--- src/hw/rtl/sat_pkg.sv ---
// Shared types and constants for the sorted array table.
`timescale 1ns / 1ps
package sat_pkg;

  localparam int KEY_W     = 32;
  localparam int KIND_W    = 2;
  localparam int POS_W     = 4;
  localparam int CNT_W     = 5;
  localparam int STAT_W    = 2;
  localparam int DEPTH_DEF = 16;

  localparam logic [CNT_W-1:0] CAP_RESET = CNT_W'(16);

  typedef enum logic [KIND_W-1:0] {
    KIND_INSERT = 2'd0,
    KIND_LOOKUP = 2'd1,
    KIND_REMOVE = 2'd2,
    KIND_NONE   = 2'd3
  } kind_t;

  typedef enum logic [STAT_W-1:0] {
    ST_OK   = 2'd0,
    ST_FULL = 2'd1,
    ST_POS  = 2'd2
  } stat_code_t;

  // controller -> datapath
  typedef struct packed {
    logic       load;      // latch a new operation
    logic       set_code;
    stat_code_t code;
    logic       ptr_count; // ptr <= count
    logic       ptr_pos;   // ptr <= position
    logic       ptr_dec;
    logic       ptr_inc;
    logic       rd_en;
    logic       wr_en;
    logic       wr_key;    // write key, else the word just read
    logic       capture;
    logic       cnt_inc;
    logic       cnt_dec;
    logic       out_load;
  } sat_cmd_t;

  // datapath -> controller
  typedef struct packed {
    logic is_ins;
    logic is_look;
    logic is_rem;
    logic full;
    logic pos_bad;
    logic rm_last;
    logic rm_next_last;
    logic ptr_zero;
    logic key_le;      // word read is not less than the key
    logic out_free;
  } sat_stat_t;

endpackage

--- src/hw/rtl/sat_op_if.sv ---
// Operation channel: valid/ready with kind, key and position.
`timescale 1ns / 1ps
interface sat_op_if
  import sat_pkg::*;
();
  logic              valid;
  logic              ready;
  logic [KIND_W-1:0] kind;
  logic [KEY_W-1:0]  key_value;
  logic [POS_W-1:0]  position;

  modport source (output valid, kind, key_value, position, input ready);
  modport sink (input valid, kind, key_value, position, output ready);
endinterface

--- src/hw/rtl/sat_res_if.sv ---
// Result channel: valid/ready with read value, entry count and status.
`timescale 1ns / 1ps
interface sat_res_if
  import sat_pkg::*;
();
  logic              valid;
  logic              ready;
  logic [KEY_W-1:0]  read_value;
  logic [CNT_W-1:0]  entry_count;
  logic [STAT_W-1:0] status;

  modport source (output valid, read_value, entry_count, status, input ready);
  modport sink (input valid, read_value, entry_count, status, output ready);
endinterface

--- src/hw/rtl/sorted_array_table.sv ---
// Sorted array table: ordered store of unsigned keys with insert, lookup, remove.
// Insert shifts the entries not less than the key up one slot, from the top down; remove
// shifts the entries above the removed one down; lookup reads the entry at the position.
// Refused operations and the unused kind go straight to the result. One operation at a time:
// the next transfer in is accepted only after the result is loaded into the output register.
// Synchronous reset empties the store (count zero) and sets capacity to 16; no sweep.
`timescale 1ns / 1ps
module sorted_array_table
  import sat_pkg::*;
#(
  parameter int DEPTH = DEPTH_DEF
) (
  input  logic             clk,
  input  logic             rst,
  input  logic             cfg_we,
  input  logic [CNT_W-1:0] cfg_wdata,
  sat_op_if.sink           op,
  sat_res_if.source        result
);

  sat_cmd_t  cmd;
  sat_stat_t stat;

  sat_ctrl u_ctrl (
    .clk      (clk),
    .rst      (rst),
    .op_valid (op.valid),
    .op_ready (op.ready),
    .stat     (stat),
    .cmd      (cmd)
  );

  sat_dpath #(
    .DEPTH (DEPTH)
  ) u_dpath (
    .clk        (clk),
    .rst        (rst),
    .cfg_we     (cfg_we),
    .cfg_wdata  (cfg_wdata),
    .op_kind    (op.kind),
    .op_key     (op.key_value),
    .op_pos     (op.position),
    .res_valid  (result.valid),
    .res_ready  (result.ready),
    .res_value  (result.read_value),
    .res_count  (result.entry_count),
    .res_status (result.status),
    .cmd        (cmd),
    .stat       (stat)
  );

endmodule

--- src/hw/rtl/sat_ctrl.sv ---
// Controller state machine sequencing insert, lookup and remove walks.
`timescale 1ns / 1ps
module sat_ctrl
  import sat_pkg::*;
(
  input  logic      clk,
  input  logic      rst,
  input  logic      op_valid,
  output logic      op_ready,
  input  sat_stat_t stat,
  output sat_cmd_t  cmd
);

  typedef enum logic [4:0] {
    S_IDLE  = 5'b00001,
    S_START = 5'b00010,
    S_READ  = 5'b00100,
    S_EVAL  = 5'b01000,
    S_DONE  = 5'b10000
  } state_t;

  state_t state, state_next;

  always_ff @(posedge clk) begin
    if (rst) begin
      state <= S_IDLE;
    end else begin
      state <= state_next;
    end
  end

  assign op_ready = (state == S_IDLE);

  always_comb begin
    state_next = state;
    cmd        = '0;
    cmd.code   = ST_OK;
    unique case (state)
      S_IDLE: begin
        if (op_valid) begin
          cmd.load   = 1'b1;
          state_next = S_START;
        end
      end
      S_START: begin
        priority if (stat.is_ins) begin
          if (stat.full) begin
            cmd.set_code = 1'b1;
            cmd.code     = ST_FULL;
            state_next   = S_DONE;
          end else begin
            cmd.ptr_count = 1'b1;
            state_next    = S_READ;
          end
        end else if (stat.is_look || stat.is_rem) begin
          if (stat.pos_bad) begin
            cmd.set_code = 1'b1;
            cmd.code     = ST_POS;
            state_next   = S_DONE;
          end else if (stat.is_rem && stat.rm_last) begin
            cmd.cnt_dec = 1'b1;
            state_next  = S_DONE;
          end else begin
            cmd.ptr_pos = 1'b1;
            state_next  = S_READ;
          end
        end else begin
          state_next = S_DONE;
        end
      end
      S_READ: begin
        if (stat.is_ins && stat.ptr_zero) begin
          cmd.wr_en   = 1'b1;
          cmd.wr_key  = 1'b1;
          cmd.cnt_inc = 1'b1;
          state_next  = S_DONE;
        end else begin
          cmd.rd_en  = 1'b1;
          state_next = S_EVAL;
        end
      end
      S_EVAL: begin
        priority if (stat.is_ins) begin
          cmd.wr_en = 1'b1;
          if (stat.key_le) begin
            cmd.ptr_dec = 1'b1;
            state_next  = S_READ;
          end else begin
            cmd.wr_key  = 1'b1;
            cmd.cnt_inc = 1'b1;
            state_next  = S_DONE;
          end
        end else if (stat.is_rem) begin
          cmd.wr_en   = 1'b1;
          cmd.ptr_inc = 1'b1;
          if (stat.rm_next_last) begin
            cmd.cnt_dec = 1'b1;
            state_next  = S_DONE;
          end else begin
            state_next = S_READ;
          end
        end else begin
          cmd.capture = 1'b1;
          state_next  = S_DONE;
        end
      end
      S_DONE: begin
        if (stat.out_free) begin
          cmd.out_load = 1'b1;
          state_next   = S_IDLE;
        end
      end
      default: begin
        state_next = S_IDLE;
      end
    endcase
  end

endmodule

--- src/hw/rtl/sat_dpath.sv ---
// Datapath: key store, count, capacity, walk pointer and result register.
`timescale 1ns / 1ps
module sat_dpath
  import sat_pkg::*;
#(
  parameter int DEPTH = DEPTH_DEF
) (
  input  logic              clk,
  input  logic              rst,
  input  logic              cfg_we,
  input  logic [CNT_W-1:0]  cfg_wdata,
  input  logic [KIND_W-1:0] op_kind,
  input  logic [KEY_W-1:0]  op_key,
  input  logic [POS_W-1:0]  op_pos,
  output logic              res_valid,
  input  logic              res_ready,
  output logic [KEY_W-1:0]  res_value,
  output logic [CNT_W-1:0]  res_count,
  output logic [STAT_W-1:0] res_status,
  input  sat_cmd_t          cmd,
  output sat_stat_t         stat
);

  localparam int AW   = $clog2(DEPTH);
  localparam int CMPW = AW + 6;

  logic [KEY_W-1:0] mem [DEPTH];
  logic [KEY_W-1:0] mem_q;

  logic [CNT_W-1:0]  count;
  logic [CNT_W-1:0]  capacity;
  kind_t             kind;
  logic [KEY_W-1:0]  key;
  logic [POS_W-1:0]  pos;
  logic [AW-1:0]     ptr;
  logic [KEY_W-1:0]  rd_val;
  stat_code_t        code;

  logic [AW-1:0]     raddr;
  logic [KEY_W-1:0]  wdata;
  logic [CMPW-1:0]   count_w;
  logic [CMPW-1:0]   limit_w;

  assign count_w = CMPW'(count);
  assign limit_w = (CMPW'(capacity) < CMPW'(DEPTH)) ? CMPW'(capacity) : CMPW'(DEPTH);

  always_comb begin
    unique case (kind)
      KIND_INSERT: raddr = ptr - AW'(1);
      KIND_REMOVE: raddr = ptr + AW'(1);
      default:     raddr = AW'(pos);
    endcase
  end

  assign wdata = cmd.wr_key ? key : mem_q;

  always_ff @(posedge clk) begin
    if (cmd.wr_en) begin
      mem[ptr] <= wdata;
    end
    if (cmd.rd_en) begin
      mem_q <= mem[raddr];
    end
  end

  always_ff @(posedge clk) begin
    if (rst) begin
      capacity <= CAP_RESET;
    end else if (cfg_we) begin
      capacity <= cfg_wdata;
    end
  end

  always_ff @(posedge clk) begin
    if (rst) begin
      count <= '0;
    end else if (cmd.cnt_inc) begin
      count <= count + CNT_W'(1);
    end else if (cmd.cnt_dec) begin
      count <= count - CNT_W'(1);
    end
  end

  always_ff @(posedge clk) begin
    if (cmd.load) begin
      kind   <= kind_t'(op_kind);
      key    <= op_key;
      pos    <= op_pos;
      code   <= ST_OK;
      rd_val <= '0;
    end else begin
      if (cmd.set_code) begin
        code <= cmd.code;
      end
      if (cmd.capture) begin
        rd_val <= mem_q;
      end
    end
    if (cmd.ptr_count) begin
      ptr <= AW'(count);
    end else if (cmd.ptr_pos) begin
      ptr <= AW'(pos);
    end else if (cmd.ptr_dec) begin
      ptr <= ptr - AW'(1);
    end else if (cmd.ptr_inc) begin
      ptr <= ptr + AW'(1);
    end
  end

  always_ff @(posedge clk) begin
    if (rst) begin
      res_valid <= 1'b0;
    end else if (cmd.out_load) begin
      res_valid <= 1'b1;
    end else if (res_ready) begin
      res_valid <= 1'b0;
    end
  end

  always_ff @(posedge clk) begin
    if (cmd.out_load) begin
      res_value  <= rd_val;
      res_count  <= count;
      res_status <= code;
    end
  end

  always_comb begin
    stat.is_ins       = (kind == KIND_INSERT);
    stat.is_look      = (kind == KIND_LOOKUP);
    stat.is_rem       = (kind == KIND_REMOVE);
    stat.full         = (count_w >= limit_w);
    stat.pos_bad      = (CMPW'(pos) >= count_w);
    stat.rm_last      = (CMPW'(pos) + CMPW'(1) >= count_w);
    stat.rm_next_last = (CMPW'(ptr) + CMPW'(2) >= count_w);
    stat.ptr_zero     = (ptr == '0);
    stat.key_le       = (mem_q >= key);
    stat.out_free     = !res_valid || res_ready;
  end

`ifndef SYNTHESIS
  a_cnt_bound: assert property (@(posedge clk) disable iff (rst)
    count_w <= CMPW'(DEPTH))
    else $error("entry count exceeds depth");

  a_inc_not_full: assert property (@(posedge clk) disable iff (rst)
    cmd.cnt_inc |-> !stat.full)
    else $error("insert committed while full");

  a_inc_step: assert property (@(posedge clk) disable iff (rst)
    cmd.cnt_inc |=> count == $past(count) + CNT_W'(1))
    else $error("count did not advance on insert");

  a_out_load: assert property (@(posedge clk) disable iff (rst)
    cmd.out_load |-> stat.out_free)
    else $error("result overwritten before transfer");
`endif

endmodule
--- src/flat_wrapper.sv ---
// flat-port wrapper written by rule: the top's interface ports become plain ports
module sorted_array_table_flat import sat_pkg::*;
#(
  parameter int DEPTH = DEPTH_DEF
)
  (clk, rst, cfg_we, cfg_wdata, op_valid, op_kind, op_key_value, op_position, op_ready, result_valid, result_read_value, result_entry_count, result_status, result_ready);
  sat_op_if op_i ();
  sat_res_if result_i ();
  input  logic clk;
  input  logic rst;
  input  logic cfg_we;
  input  logic [CNT_W-1:0] cfg_wdata;
  input wire logic [$bits(op_i.valid)-1:0] op_valid;
  input wire logic [$bits(op_i.kind)-1:0] op_kind;
  input wire logic [$bits(op_i.key_value)-1:0] op_key_value;
  input wire logic [$bits(op_i.position)-1:0] op_position;
  output wire logic [$bits(op_i.ready)-1:0] op_ready;
  output wire logic [$bits(result_i.valid)-1:0] result_valid;
  output wire logic [$bits(result_i.read_value)-1:0] result_read_value;
  output wire logic [$bits(result_i.entry_count)-1:0] result_entry_count;
  output wire logic [$bits(result_i.status)-1:0] result_status;
  input wire logic [$bits(result_i.ready)-1:0] result_ready;
  assign op_i.valid = op_valid;
  assign op_i.kind = op_kind;
  assign op_i.key_value = op_key_value;
  assign op_i.position = op_position;
  assign op_ready = op_i.ready;
  assign result_valid = result_i.valid;
  assign result_read_value = result_i.read_value;
  assign result_entry_count = result_i.entry_count;
  assign result_status = result_i.status;
  assign result_i.ready = result_ready;
  sorted_array_table #(.DEPTH(DEPTH)) u_core (.clk(clk), .rst(rst), .cfg_we(cfg_we), .cfg_wdata(cfg_wdata), .op(op_i), .result(result_i));
endmodule
--- config.mk ---
export PLATFORM = sky130hd
export DESIGN_NAME = sorted_array_table_flat
export DESIGN_NICKNAME = d
export VERILOG_FILES = /design/src/hw/rtl/sat_pkg.sv /design/src/hw/rtl/sat_op_if.sv /design/src/hw/rtl/sat_res_if.sv /design/src/hw/rtl/sorted_array_table.sv /design/src/hw/rtl/sat_ctrl.sv /design/src/hw/rtl/sat_dpath.sv /design/src/flat_wrapper.sv
export SDC_FILE = /design/constraint.sdc
export NUM_CORES = 1
export LEC_CHECK = 0
export BUFFER_PORTS_ARGS = -buffer_cell sky130_fd_sc_hd__buf_2
export CAP_MARGIN = 20
export CELL_PAD_IN_SITES_DETAIL_PLACEMENT = 0
export CELL_PAD_IN_SITES_GLOBAL_PLACEMENT = 1
export CORE_ASPECT_RATIO = 0.75
export CORE_MARGIN = 2
export CORE_UTILIZATION = 49
export CTS_CLUSTER_DIAMETER = 100
export CTS_CLUSTER_SIZE = 8
export DETAILED_ROUTE_END_ITERATION = 6
export HOLD_SLACK_MARGIN = 0.02
export PLACE_DENSITY_LB_ADDON = 0.1
export SLEW_MARGIN = 20
export SYNTH_ARGS = -nofsm -noshare
export SYNTH_HDL_FRONTEND = slang
export SYNTH_HIERARCHICAL = 1
export SYNTH_SLANG_ARGS = --single-unit
--- constraint.sdc ---
create_clock -name clk -period 4.4 [get_ports clk]
set_input_delay 0.88 -clock clk [delete_from_list [all_inputs] [get_ports clk]]
set_output_delay 0.88 -clock clk [all_outputs]
set_load 0.01 [all_outputs]
[After elaboration in Yosys (flattened, before gate mapping)]
Memories as Yosys holds them, arrays and structs flattened. A register that Yosys moved wholly into a read port is not among the register bits.
Cells that the tools add are included.
Word-level totals
  memories: 1
  register bits: 131
  bits in writable memories: 512
Memory list
  u_core.u_dpath.mem: depth 16, width 32, read ports 1, clocked after memory_dff 1, write ports 1, line sat_dpath.sv:27  | logic [KEY_W-1:0] mem [DEPTH];
Operators by class
  equal/unequal tests: 9
  order comparisons: 6
  add/sub/neg operators: 6
  reductions and logical operators: 11
  mux-type cells: 66
Operators with widths (number)
  $mux W5: 16
  $mux W1: 34
  $ge A32 B32 Y1: 1
  $mux W32: 1
  $pmux W5 S5: 1
  $mux W4: 4
  $ge A5 B5 Y1: 3
  $mux W3: 4
  $pmux W4 S2: 1
  $add A4 B1 Y5 const B: 1
  $add A4 B2 Y5 const B: 1
  $add A5 B1 Y5 const B: 1
  $eq A5 B1 Y1 const B: 1
  $eq A5 B2 Y1 const B: 1
  $eq A5 B3 Y1 const B: 1
  $eq A5 B4 Y1 const B: 1
  $eq A5 B5 Y1 const B: 1
  $ge A4 B5 Y1: 1
  $lt A5 B5 Y1 const B: 1
  $sub A5 B1 Y5 const B: 1
  $add A4 B1 Y4 const B: 1
  $logic_not A4 Y1: 1
  $mux W2: 2
  $pmux W1 S2: 2
  other kinds (13): 16

[Longest topological paths before layout]
Gate-level depths: netlist (run 1).
  depth after elaboration: 10
  mapped depth: 18
  depth with buffers taken out: 18

[Hierarchy]
The synthesis (run 1) kept the hierarchy.
By module, submodules not included
  sat_dpath: times used 1, sequential area each 19668.9 sq um, area an instance 28074.4 sq um, cells each 1601
  sat_ctrl: times used 1, sequential area each 100.1 sq um, area an instance 500.5 sq um, cells each 65

[Least setup slack after synthesis (run 1)]
No wires, ideal clock.
  kind: register to register
  from: register u_core.u_dpath.ptr[0]
  to: memory u_core.u_dpath.mem[7][0] (enable)
  path slack: -0.010 ns
  clock period less this slack: 4.410 ns
  data required time: 3.932 ns
  data arrival time: 3.942 ns
  buffers on the path: 0
  stages on the path, launching flop included: 9
  path through: edfxtp_1 inv_1 ha_1 nand2b_1 nor2_1 nand3_1 a21oi_1 nand2_1 nor3b_1
RTL lines
  from (decl): line sat_dpath.sv:35  | logic [AW-1:0] ptr;
  from (signal assigned): line sat_dpath.sv:100  | ptr <= AW'(count);
  from (signal assigned): line sat_dpath.sv:102  | ptr <= AW'(pos);
  from (signal assigned): line sat_dpath.sv:104  | ptr <= ptr - AW'(1);
  to (decl): line sat_dpath.sv:27

==> metrics.cfg, run 1 <==
[timing]
drv_slew = 0
worstMarginPinSlew_ns = 1.04
tns_ns = 0
relSlewSlack_pct = 30.8
setup_ws_ns = 0.286
hold_violations = 0
fmax_mhz = 243
finalSetupViolCount = 0
fin_hold_ws_ns = 0.425
rsz0062_at_grt = false
finClkSkew_ns = 0.0171
fin_crit_ns = 4.11
period_share_pct = 93.5

[layout]
syn_to_final_growth_pct = 14.1
utilization_pct = 56.7
antenna_cells = 0
instances_no_fill = 2677
nFillCells = 4492
layout-drive-gt1-share_pct = 15.3
nets = 1934

[logic_synthesis]
avgSynthCellArea_um2 = 17.2
ys_types = 56
synth_flop_cell = edfxtp_1
yosysSeqAreaShare_pct = 69.2
synth_edf_count = 625
synthCells = 1666
synth-warning-count = 6
syn-num-nets = 1778
synth-seq-cells = 675
synthArstFlopShare_pct = 0
synth_area_um2 = 28600

[drt]
firstDrtPassIters = 5
final_antenna_net_count = 0
drt-vias-per-instance = 5.36
drc_errors = 0
drt_wl_total_um = 63300
vias = 14300
drtIter0Drc = 822
wl_per_cell_um = 23.6

[floorplan]
die_y_um = 213
core-area_um2 = 57500
initial_core_util_pct = 49.7
die_x_um = 283
num_io_pins = 89
rows = 76
dieArea_um2 = 60300

[power_and_ir_drop]
leakagePower_nw = 12.4
ir_drop_uv = 345
pwr_density_cell_nw_per_um2 = 444

[clock_tree]
clock_latency_ns = 0.63
holdBufCountCts = 0
root_buffer = clkbuf_16
clkTransAtPathRegs_ns = 0.05
clock_tree.buffer_depth = 3
cts_resized = 0
cts_buffers = 94
cts_setup_buffers = 0
cts_tree = yes
htree_levels = 3
clock-sinks = 675

[critical_path]
path_class = flop to flop
regToRegSetupSlack_ns = 0.29
cp.required_ns = 4.69
crit_path_start = u_core/u_dpath/mem_q[21]
cp.arrival_ns = 4.40
crit_path_start_kind = flop
worstSetupEndpointType = flop
path_max_fanout = 36
r2r_start = u_core/u_dpath/mem_q[21]

[outcome]
run_status = finished clean

[grt]
overflow = 0
grt_pass1_wl_um = 92900
antenna_found_initial = 0
grt_max_degree = 79
grt_pass1_vias = 14300
grtUsageTotal_pct = 21.4

[worst_hold_path]
hold_path_class = flop to flop
min_from = u_core/u_dpath/rd_val[20]

[placed_design]
pre_cts_ws_ns = 0.217
dpl.cell_count = 2506
dp_hpwl_um = 34700
io_buffer_count = 88
globalplace.congestion = 0.779

[flow_run]
cap_violations = 0

where the power goes:
group / switching (mW) / internal [mW]
Clock: 2.57 / 4.09
Combinational: 0.433 / 0.353
Sequential: 0.0316 / 6.98
metal layers:
layer / track usage [%] / wire length [um] / vias to the layer above
met3: 3.97 / 2640 / 82
met1: 31.3 / 30500 / 7272
met2: 32.9 / 28900 / 262
li1: - / - / 6727
met5: 0 / 0 / -
met4: 5.97 / 1210 / 0
final cells by class:
type / instances / area, um2 / share of cell area, %
clock buffer: 168 / 2690 / 8.26
inverter: 47 / 176 / 0.541
sequential: 675 / 19800 / 60.6
timing repair buffer: 134 / 973 / 2.99
tap: 780 / 976 / 2.99
multi-input combinational: 870 / 7960 / 24.4
clock inverter: 3 / 47.5 / 0.146
path summary, 6_finish.rpt:
path / to / cells after the start
hold reg to reg: u_core/u_dpath/res_value[20] / 0
setup / recovery: u_core/u_dpath/mem[7][2] / 10
hold / removal: u_core/u_dpath/res_value[20] / 0
setup reg to reg: u_core/u_dpath/mem[7][2] / 10
cell usage after synthesis, types with 2 or more instances:
master	number	share of area (%)
and2_1	8	0.18
and2b_1	2	0.053
mux2_1	3	0.12
and3b_1	2	0.061
ha_1	63	2.8
xnor2_1	7	0.21
o21ai_0	5	0.088
mux2_2	28	1.1
o21bai_1	2	0.053
nand4_1	9	0.20
a21o_1	18	0.47
nor3_1	3	0.053
buf_4	17	0.45
and3_1	8	0.18
o21ai_1	7	0.12
nor4_1	2	0.044
nor3b_1	4	0.11
inv_1	46	0.60
xor2_1	6	0.18
nand3b_1	2	0.053
mux2i_1	523	18
nand2b_1	11	0.24
buf_2	12	0.21
a211oi_1	5	0.13
nor2b_1	9	0.20
a21oi_1	30	0.53
a31oi_1	2	0.044
buf_12	22	1.5
clkbuf_1	15	0.20
edfxtp_1	625	66
o211ai_1	2	0.053
nand2_1	21	0.28
dfxtp_1	50	3.5
nand3_1	7	0.12
nor2_1	62	0.81
nand4b_1	3	0.092
buf_6	6	0.24
sequential cells by signal, summed over array words and instances (netlist names):
register and count:
u_core/u_dpath/res_valid 1, u_core/u_dpath/res_count 5, u_core/u_dpath/mem 512, u_core/u_dpath/capacity 5
u_core/u_dpath/rd_val 32, u_core/u_dpath/mem_q 32, u_core/u_ctrl/state 5, u_core/u_dpath/ptr 4
u_core/u_dpath/code 2, u_core/u_dpath/res_status 2, u_core/u_dpath/kind 2, u_core/u_dpath/count 5
u_core/u_dpath/key 32, u_core/u_dpath/res_value 32, u_core/u_dpath/pos 4
critical path, stage by stage (launching register included):
cell and delay [ns]:
edfxtp_1 0.41, ha_1 0.34, nand4_1 0.31, a21oi_1 0.13
a211oi_1 0.46, nor3_1 0.11, a211o_1 0.37, nand3b_1 0.24
a21boi_4 0.19, buf_4 0.62, mux2_1 0.58
cells by family after synthesis:
kind of cell    share of synthesized area, %
mux                                     19.6
buf+inv                                 3.33
xor+xnor                               0.398
fa+ha+maj                               2.83
flops                                   69.2
compound gates                          1.77
simple gates                            2.87
metrics by stage:
| stage | power (mW) | cell area, um2 |
|---|---|---|
| 2_1_floorplan | 7.78 | 28600 |
| 3_3_place_gp | 7.92 | 29900 |
| 3_5_place_dp | 7.93 | 29900 |
| 4_1_cts | 14.6 | 32600 |
| 5_1_grt | 15.0 | 32600 |
| 6_report | 14.5 | 32600 |
placed cells by master, fill, tap and decap left out, types with 11 or more instances in the layout:
cell type / netlist / layout
buf_12: 22 / 15
nor2_1: 62 / 60
inv_1: 46 / 46
buf_2: 12 / 88
nand2_1: 21 / 21
clkbuf_1: 15 / 71
edfxtp_1: 625 / 625
dfxtp_1: 50 / 50
buf_4: 17 / 31
ha_1: 63 / 63
nand2b_1: 11 / 11
a21oi_1: 30 / 28
mux2_2: 28 / 28
mux2i_1: 523 / 522
clkbuf_16: 0 / 97
a21o_1: 18 / 18
(Power assumes the default switching activity.)
==> inputs of run 2 (changes only) <==
--- a/config.mk
+++ b/config.mk
@@ -11,7 +11,7 @@
 export CELL_PAD_IN_SITES_GLOBAL_PLACEMENT = 1
 export CORE_ASPECT_RATIO = 0.75
 export CORE_MARGIN = 2
-export CORE_UTILIZATION = 49
+export CORE_UTILIZATION = 50
 export CTS_CLUSTER_DIAMETER = 100
 export CTS_CLUSTER_SIZE = 8
 export DETAILED_ROUTE_END_ITERATION = 6
==> constraint.sdc (replaced) <==
create_clock -name clk -period 4.67 [get_ports clk]
set_input_delay 0.934 -clock clk [delete_from_list [all_inputs] [get_ports clk]]
set_output_delay 0.934 -clock clk [all_outputs]
set_load 0.05 [all_outputs]
==> run 2 against run 1 <==
Compared with the run above: die area shrank 2.0%; sequential power shrank 5.7%; count of clock-buffer cells in the layout up 2; total power shrank 5.7%; via count increased by 0.91%.
==> metrics.cfg, run 2 (same netlist as run 1, synthesis figures left out) <==
[clock_tree]
holdBufCountCts = 0  ; unchanged
cts_resized = 0  ; unchanged
clkTransAtPathRegs_ns = 0.06  ; about the same
cts_setup_buffers = 0  ; unchanged
cts_tree = yes
clock_tree.buffer_depth = 3  ; unchanged
clock-sinks = 675  ; unchanged
root_buffer = clkbuf_16
cts_buffers = 94  ; unchanged
clock_latency_ns = 0.64  ; about the same
htree_levels = 3  ; unchanged

[critical_path]
path_max_fanout = 36  ; unchanged
rr_worst_depth = 10  ; unchanged
regToRegSetupSlack_ns = 0.59  ; +0.31 ns
path_class = flop to flop
crit_top_cell = a21o_1
crit_family = compound AO/OA/AOI/OAI gates
r2r_start = u_core/u_dpath/mem_q[13]
cp.required_ns = 4.96  ; +0.27 ns
worstSetupEndpointType = flop
slowest_stage = mux2_1
cpPeakStageDelay_ns = 0.60  ; -0.02 ns
path_buf_inv = 1  ; unchanged
r2r-end = u_core/u_dpath/mem[3][2]
crit_path_start_kind = flop
cp.arrival_ns = 4.36  ; -0.04 ns
cp_cell_sequence = ha_1, a21o_1, a21o_1, a21oi_1, nand3_1, a211o_1, nand3b_1, a21boi_4, buf_4, mux2_1

[flow_run]
cap_violations = 0  ; unchanged

[outcome]
run_status = finished clean

[power_and_ir_drop]
pwr_density_cell_nw_per_um2 = 419  ; -5.5%
leakagePower_nw = 12.4  ; -0.16%
ir_drop_uv = 292  ; -15%

[layout]
mostFrequentLayoutCell = edfxtp_1
nets = 1930  ; -0.21%
syn_to_final_growth_pct = 13.9
top_register = u_core/u_dpath/mem
largest_reg_flops = 512  ; unchanged
layout-drive-gt1-share_pct = 15.2  ; -0.12 points
final_cell_mix = edfxtp_1, mux2i_1, clkbuf_16, buf_2, clkbuf_1

[placed_design]
pre_cts_ws_ns = 0.617  ; +0.400 ns
io_buffer_count = 88  ; unchanged
globalplace.congestion = 0.768  ; -1.4%
dp_hpwl_um = 34800  ; +0.13%

[drt]
drtIter0Drc = 954  ; +16%
wl_per_cell_um = 24.2  ; +2.4%
drt-vias-per-instance = 5.50  ; +2.7%
drc_errors = 0  ; unchanged
vias = 14500  ; +0.91%
firstDrtPassIters = 5  ; unchanged
final_antenna_net_count = 0  ; unchanged
drt_wl_total_um = 63700  ; +0.67%

[grt]
overflow = 0  ; unchanged
grt_pass1_vias = 14300  ; -0.38%
antenna_found_initial = 1  ; +1
grt_max_degree = 98  ; +24%
grt_pass1_wl_um = 93400  ; +0.58%
grtUsageTotal_pct = 21.8  ; +0.42 points

[timing]
finalSetupViolCount = 0  ; unchanged
fmax_mhz = 245  ; +0.92%
relSlewSlack_pct = 27.5  ; -3.4 points
fin_crit_ns = 4.08  ; -0.0374 ns
rsz0062_at_grt = false
period_share_pct = 87.3  ; -6.2 points
hold_violations = 0  ; unchanged
drv_slew = 0  ; unchanged
worstMarginPinSlew_ns = 1.08  ; +0.0407 ns
setup_ws_ns = 0.593  ; +0.307 ns
finClkSkew_ns = 0.0203  ; +0.00327 ns
tns_ns = 0  ; unchanged

[floorplan]
rows = 75  ; -1.3%
core-area_um2 = 56200  ; -2.3%
die_y_um = 211  ; -0.99%
dieArea_um2 = 59100  ; -2.0%
initial_core_util_pct = 50.8  ; +1.2 points
die_x_um = 280  ; -0.99%
num_io_pins = 89  ; unchanged

[worst_hold_path]
hold_path_class = flop to flop
min_from = u_core/u_dpath/rd_val[31]
whs_path_depth = 0  ; unchanged
worstHoldEndpoint = u_core/u_dpath/res_value[31]

-- run 2: power breakdown --
part | internal [mW] | total [mW] | switching [mW] | leakage (nW)
registers | 6.58 | 6.61 | 0.0291 | 6.05
logic | 0.326 | 0.736 | 0.410 | 5.05
clock network | 3.82 | 6.30 | 2.48 | 1.30
total | 10.7 | 13.6 | 2.92 | 12.4
-- run 2: worst register-to-register path, cell delays in order (launching register included) --
cell and delay (ns):
edfxtp_1 0.40, ha_1 0.33, a21o_1 0.18, a21o_1 0.18, a21oi_1 0.38, nand3_1 0.28, a211o_1 0.37, nand3b_1 0.22
a21boi_4 0.19, buf_4 0.59, mux2_1 0.61
-- run 2: worst max path at each step --
stage                                  start                        end  slack, ns  cells past startpoint
finish              u_core/u_dpath/mem_q[13]   u_core/u_dpath/mem[3][2]       0.59                     10
global route        u_core/u_dpath/mem_q[13]    u_core/u_dpath/count[4]       0.47                     16
CTS                 u_core/u_dpath/mem_q[13]  u_core/u_dpath/mem[13][2]       0.58                     10
detailed placement  u_core/u_dpath/mem_q[13]  u_core/u_dpath/mem[15][2]       0.62                     10
global placement    u_core/u_dpath/mem_q[13]  u_core/u_dpath/mem[14][2]       0.64                     10
floorplan              u_core/u_dpath/ptr[0]   u_core/u_dpath/mem[7][0]       0.26                      8
-- run 2: layout make-up --
type	instances	area [um2]
Fill cell	4264	23700
Inverter	47	176
Clock inverter	7	100
Timing Repair Buffer	130	963
Sequential cell	675	19800
Antenna cell	1	2.50
Clock buffer	170	2660
Tap cell	731	915
Multi-Input combinational cell	870	7960
-- run 2: stage by stage --
step	util (%)	instances	area, um2	power (mW)	hold WS (ns)
2_1_floorplan	-	1666	28600	7.34	0.408
3_3_place_gp	52.9	2452	29800	7.46	0.415
3_5_place_dp	52.9	2452	29800	7.46	0.414
4_1_cts	57.8	2629	32500	13.8	0.426
5_1_grt	57.9	2630	32500	14.1	0.433
6_report	57.9	2631	32500	13.6	0.423
-- run 2: per-layer routing --
layer  up-vias  share of wire [%]  track usage (%)
met5         -                  0                0
met4         0                1.9             5.70
met3        95                4.6             3.88
met2       364                 46             34.1
met1      7284                 47             31.8
li1       6731                  -                -
==> inputs of run 3 (changes only) <==
--- a/config.mk
+++ b/config.mk
@@ -16,6 +16,7 @@
 export CTS_CLUSTER_SIZE = 8
 export DETAILED_ROUTE_END_ITERATION = 6
 export HOLD_SLACK_MARGIN = 0.02
+export MAX_ROUTING_LAYER = met4
 export PLACE_DENSITY_LB_ADDON = 0.1
 export SLEW_MARGIN = 20
 export SYNTH_ARGS = -nofsm -noshare
==> run 3 against run 2 <==
Compared with the run above: fmax grew 1.1%; global-route usage grew 0.69 points; critical path depth unchanged; via count fell by 0.12%; sequential share of layout area is the same; total power hardly changed; die area stayed put; sequential power barely moved; setup slack improved by 0.045 ns; routed wire length up 0.18%.
==> metrics.cfg, run 3 (same netlist as run 1, synthesis figures left out) <==
[critical_path]
r2r-end = u_core/u_dpath/mem[13][2]
path_max_fanout = 36  ; unchanged
rr_worst_depth = 10  ; unchanged
cp.required_ns = 4.96  ; about the same
cp.arrival_ns = 4.33  ; -0.03 ns
r2r_start = u_core/u_dpath/mem_q[13]
crit_path_start_kind = flop
regToRegSetupSlack_ns = 0.64  ; +0.05 ns
path_class = flop to flop
worstSetupEndpointType = flop

[power_and_ir_drop]
ir_drop_uv = 294  ; +0.72%
pwr_density_cell_nw_per_um2 = 419  ; about the same
switching_share_pct = 21.4  ; +0.032 points
leakagePower_nw = 12.4  ; unchanged
combPwrFrac_pct = 5.4  ; about the same
pwr-share-clk_pct = 46.2  ; about the same
power.switching_mw = 2.93  ; +0.19%
pwr-share-seq_pct = 48.4  ; about the same
power.internal_mw = 10.7  ; about the same

[flow_run]
cap_violations = 0  ; unchanged

[clock_tree]
cts_tree = yes
htree_levels = 3  ; unchanged
holdBufCountCts = 0  ; unchanged
clock_tree.buffer_depth = 3  ; unchanged
cts_setup_buffers = 0  ; unchanged
root_buffer = clkbuf_16
clock_latency_ns = 0.64  ; about the same
cts_buffers = 94  ; unchanged
clkTransAtPathRegs_ns = 0.05  ; about the same
cts_resized = 0  ; unchanged
clock-sinks = 675  ; unchanged

[outcome]
run_status = finished clean

[layout]
nFillCells = 4264  ; unchanged
final_cell_mix = edfxtp_1, mux2i_1, clkbuf_16, buf_2, clkbuf_1
instances_no_fill = 2631  ; unchanged
top_register = u_core/u_dpath/mem
mostFrequentLayoutCell = edfxtp_1
layout-drive-gt1-share_pct = 15.2  ; unchanged
largest_reg_flops = 512  ; unchanged
seq_area_um2 = 19800  ; unchanged
nets = 1930  ; unchanged
multi_input_area_um2 = 7960  ; unchanged
syn_to_final_growth_pct = 13.9  ; unchanged

[drt]
drt_wl_total_um = 63800  ; +0.18%
firstDrtPassIters = 5  ; unchanged
vias = 14500  ; -0.12%
final_antenna_net_count = 0  ; unchanged
drtIter0Drc = 1040  ; +9.0%
drc_errors = 0  ; unchanged
wl_per_cell_um = 24.3  ; +0.18%
drt-vias-per-instance = 5.49  ; -0.12%

[timing]
period_share_pct = 86.3  ; -0.97 points
tns_ns = 0  ; unchanged
finalSetupViolCount = 0  ; unchanged
fmax_mhz = 248  ; +1.1%
setup_ws_ns = 0.639  ; +0.0454 ns
fin_crit_ns = 4.03  ; -0.0454 ns
worstMarginPinSlew_ns = 1.07  ; -0.0104 ns
relSlewSlack_pct = 28.2  ; +0.70 points
hold_violations = 0  ; unchanged
rsz0062_at_grt = false
fin_hold_ws_ns = 0.424  ; +0.00105 ns
drv_slew = 0  ; unchanged
finClkSkew_ns = 0.0204  ; +0.0000864 ns

[worst_hold_path]
worstHoldEndpoint = u_core/u_dpath/res_value[31]
min_from = u_core/u_dpath/rd_val[31]
hold_path_class = flop to flop
whs_path_depth = 0  ; unchanged

[placed_design]
globalplace.congestion = 0.778  ; +1.3%
dpl.cell_count = 2452  ; unchanged
pre_cts_ws_ns = 0.617  ; unchanged
io_buffer_count = 88  ; unchanged
dp_hpwl_um = 34800  ; unchanged

[grt]
antenna_found_initial = 1  ; unchanged
grtUsageTotal_pct = 22.5  ; +0.69 points
grt_pass1_wl_um = 93500  ; about the same
grt_pass1_vias = 14300  ; -0.16%
overflow = 0  ; unchanged
grt_max_degree = 98  ; unchanged

[floorplan]
initial_core_util_pct = 50.8  ; unchanged
rows = 75  ; unchanged
die_x_um = 280  ; unchanged
core-area_um2 = 56200  ; unchanged
die_y_um = 211  ; unchanged
dieArea_um2 = 59100  ; unchanged
num_io_pins = 89  ; unchanged

[run 3: cell counts in the layout (fill, tap and decap cells not counted)]
Identical to the previous run, type by type.
[run 3: stage by stage]
| stage | cell area, um2 | utilization (%) | power, mW |
|---|---|---|---|
| finish | 32500 | 57.9 | 13.6 |
| global route | 32500 | 57.9 | 14.1 |
| CTS | 32500 | 57.8 | 13.8 |
| detailed placement | 29800 | 52.9 | 7.46 |
| global placement | 29800 | 52.9 | 7.46 |
| floorplan | 28600 | - | 7.34 |
[run 3: critical path: stages (launching register included)]
cell,delay [ns]
edfxtp_1,0.40
ha_1,0.33
a21o_1,0.18
a21o_1,0.18
a21oi_1,0.34
nand3_1,0.27
a211o_1,0.37
nand3b_1,0.22
a21boi_4,0.19
buf_4,0.58
mux2_1,0.60
[run 3: final cells by class]
type,count,share of cell area [%]
inverter,47,0.542
antenna,1,0.00769
clock inverter,7,0.308
timing repair buffer,130,2.96
multi-input combinational,870,24.5
clock buffer,170,8.17
sequential,675,60.7
tap,731,2.81
[run 3: metal layers]
| layer | track usage [%] | vias up | wire length (um) |
|---|---|---|---|
| met3 | 3.88 | 93 | 2630 |
| li1 | - | 6728 | - |
| met4 | 5.70 | 0 | 1180 |
| met5 | - | - | 0 |
| met1 | 32.0 | 7301 | 30500 |
| met2 | 34.0 | 334 | 29500 |
[run 3: worst max path at each step]
stage	startpoint	to	cells after the start
after floorplan	u_core/u_dpath/ptr[0]	u_core/u_dpath/mem[7][0]	8
after global placement	u_core/u_dpath/mem_q[13]	u_core/u_dpath/mem[14][2]	10
after detailed placement	u_core/u_dpath/mem_q[13]	u_core/u_dpath/mem[15][2]	10
after CTS	u_core/u_dpath/mem_q[13]	u_core/u_dpath/mem[13][2]	10
after global routing	u_core/u_dpath/mem_q[13]	u_core/u_dpath/count[4]	16
final	u_core/u_dpath/mem_q[13]	u_core/u_dpath/mem[13][2]	10
[run 3: power by group through the flow]
stage                     logic (mW)  registers (mW)  clock network [mW]
after floorplan                0.627            6.71                   0
after global placement         0.739            6.72                   0
after detailed placement       0.741            6.72                   0
after CTS                      0.745            6.61                6.44
after global routing           0.802            6.60                6.71
final                          0.736            6.61                6.31
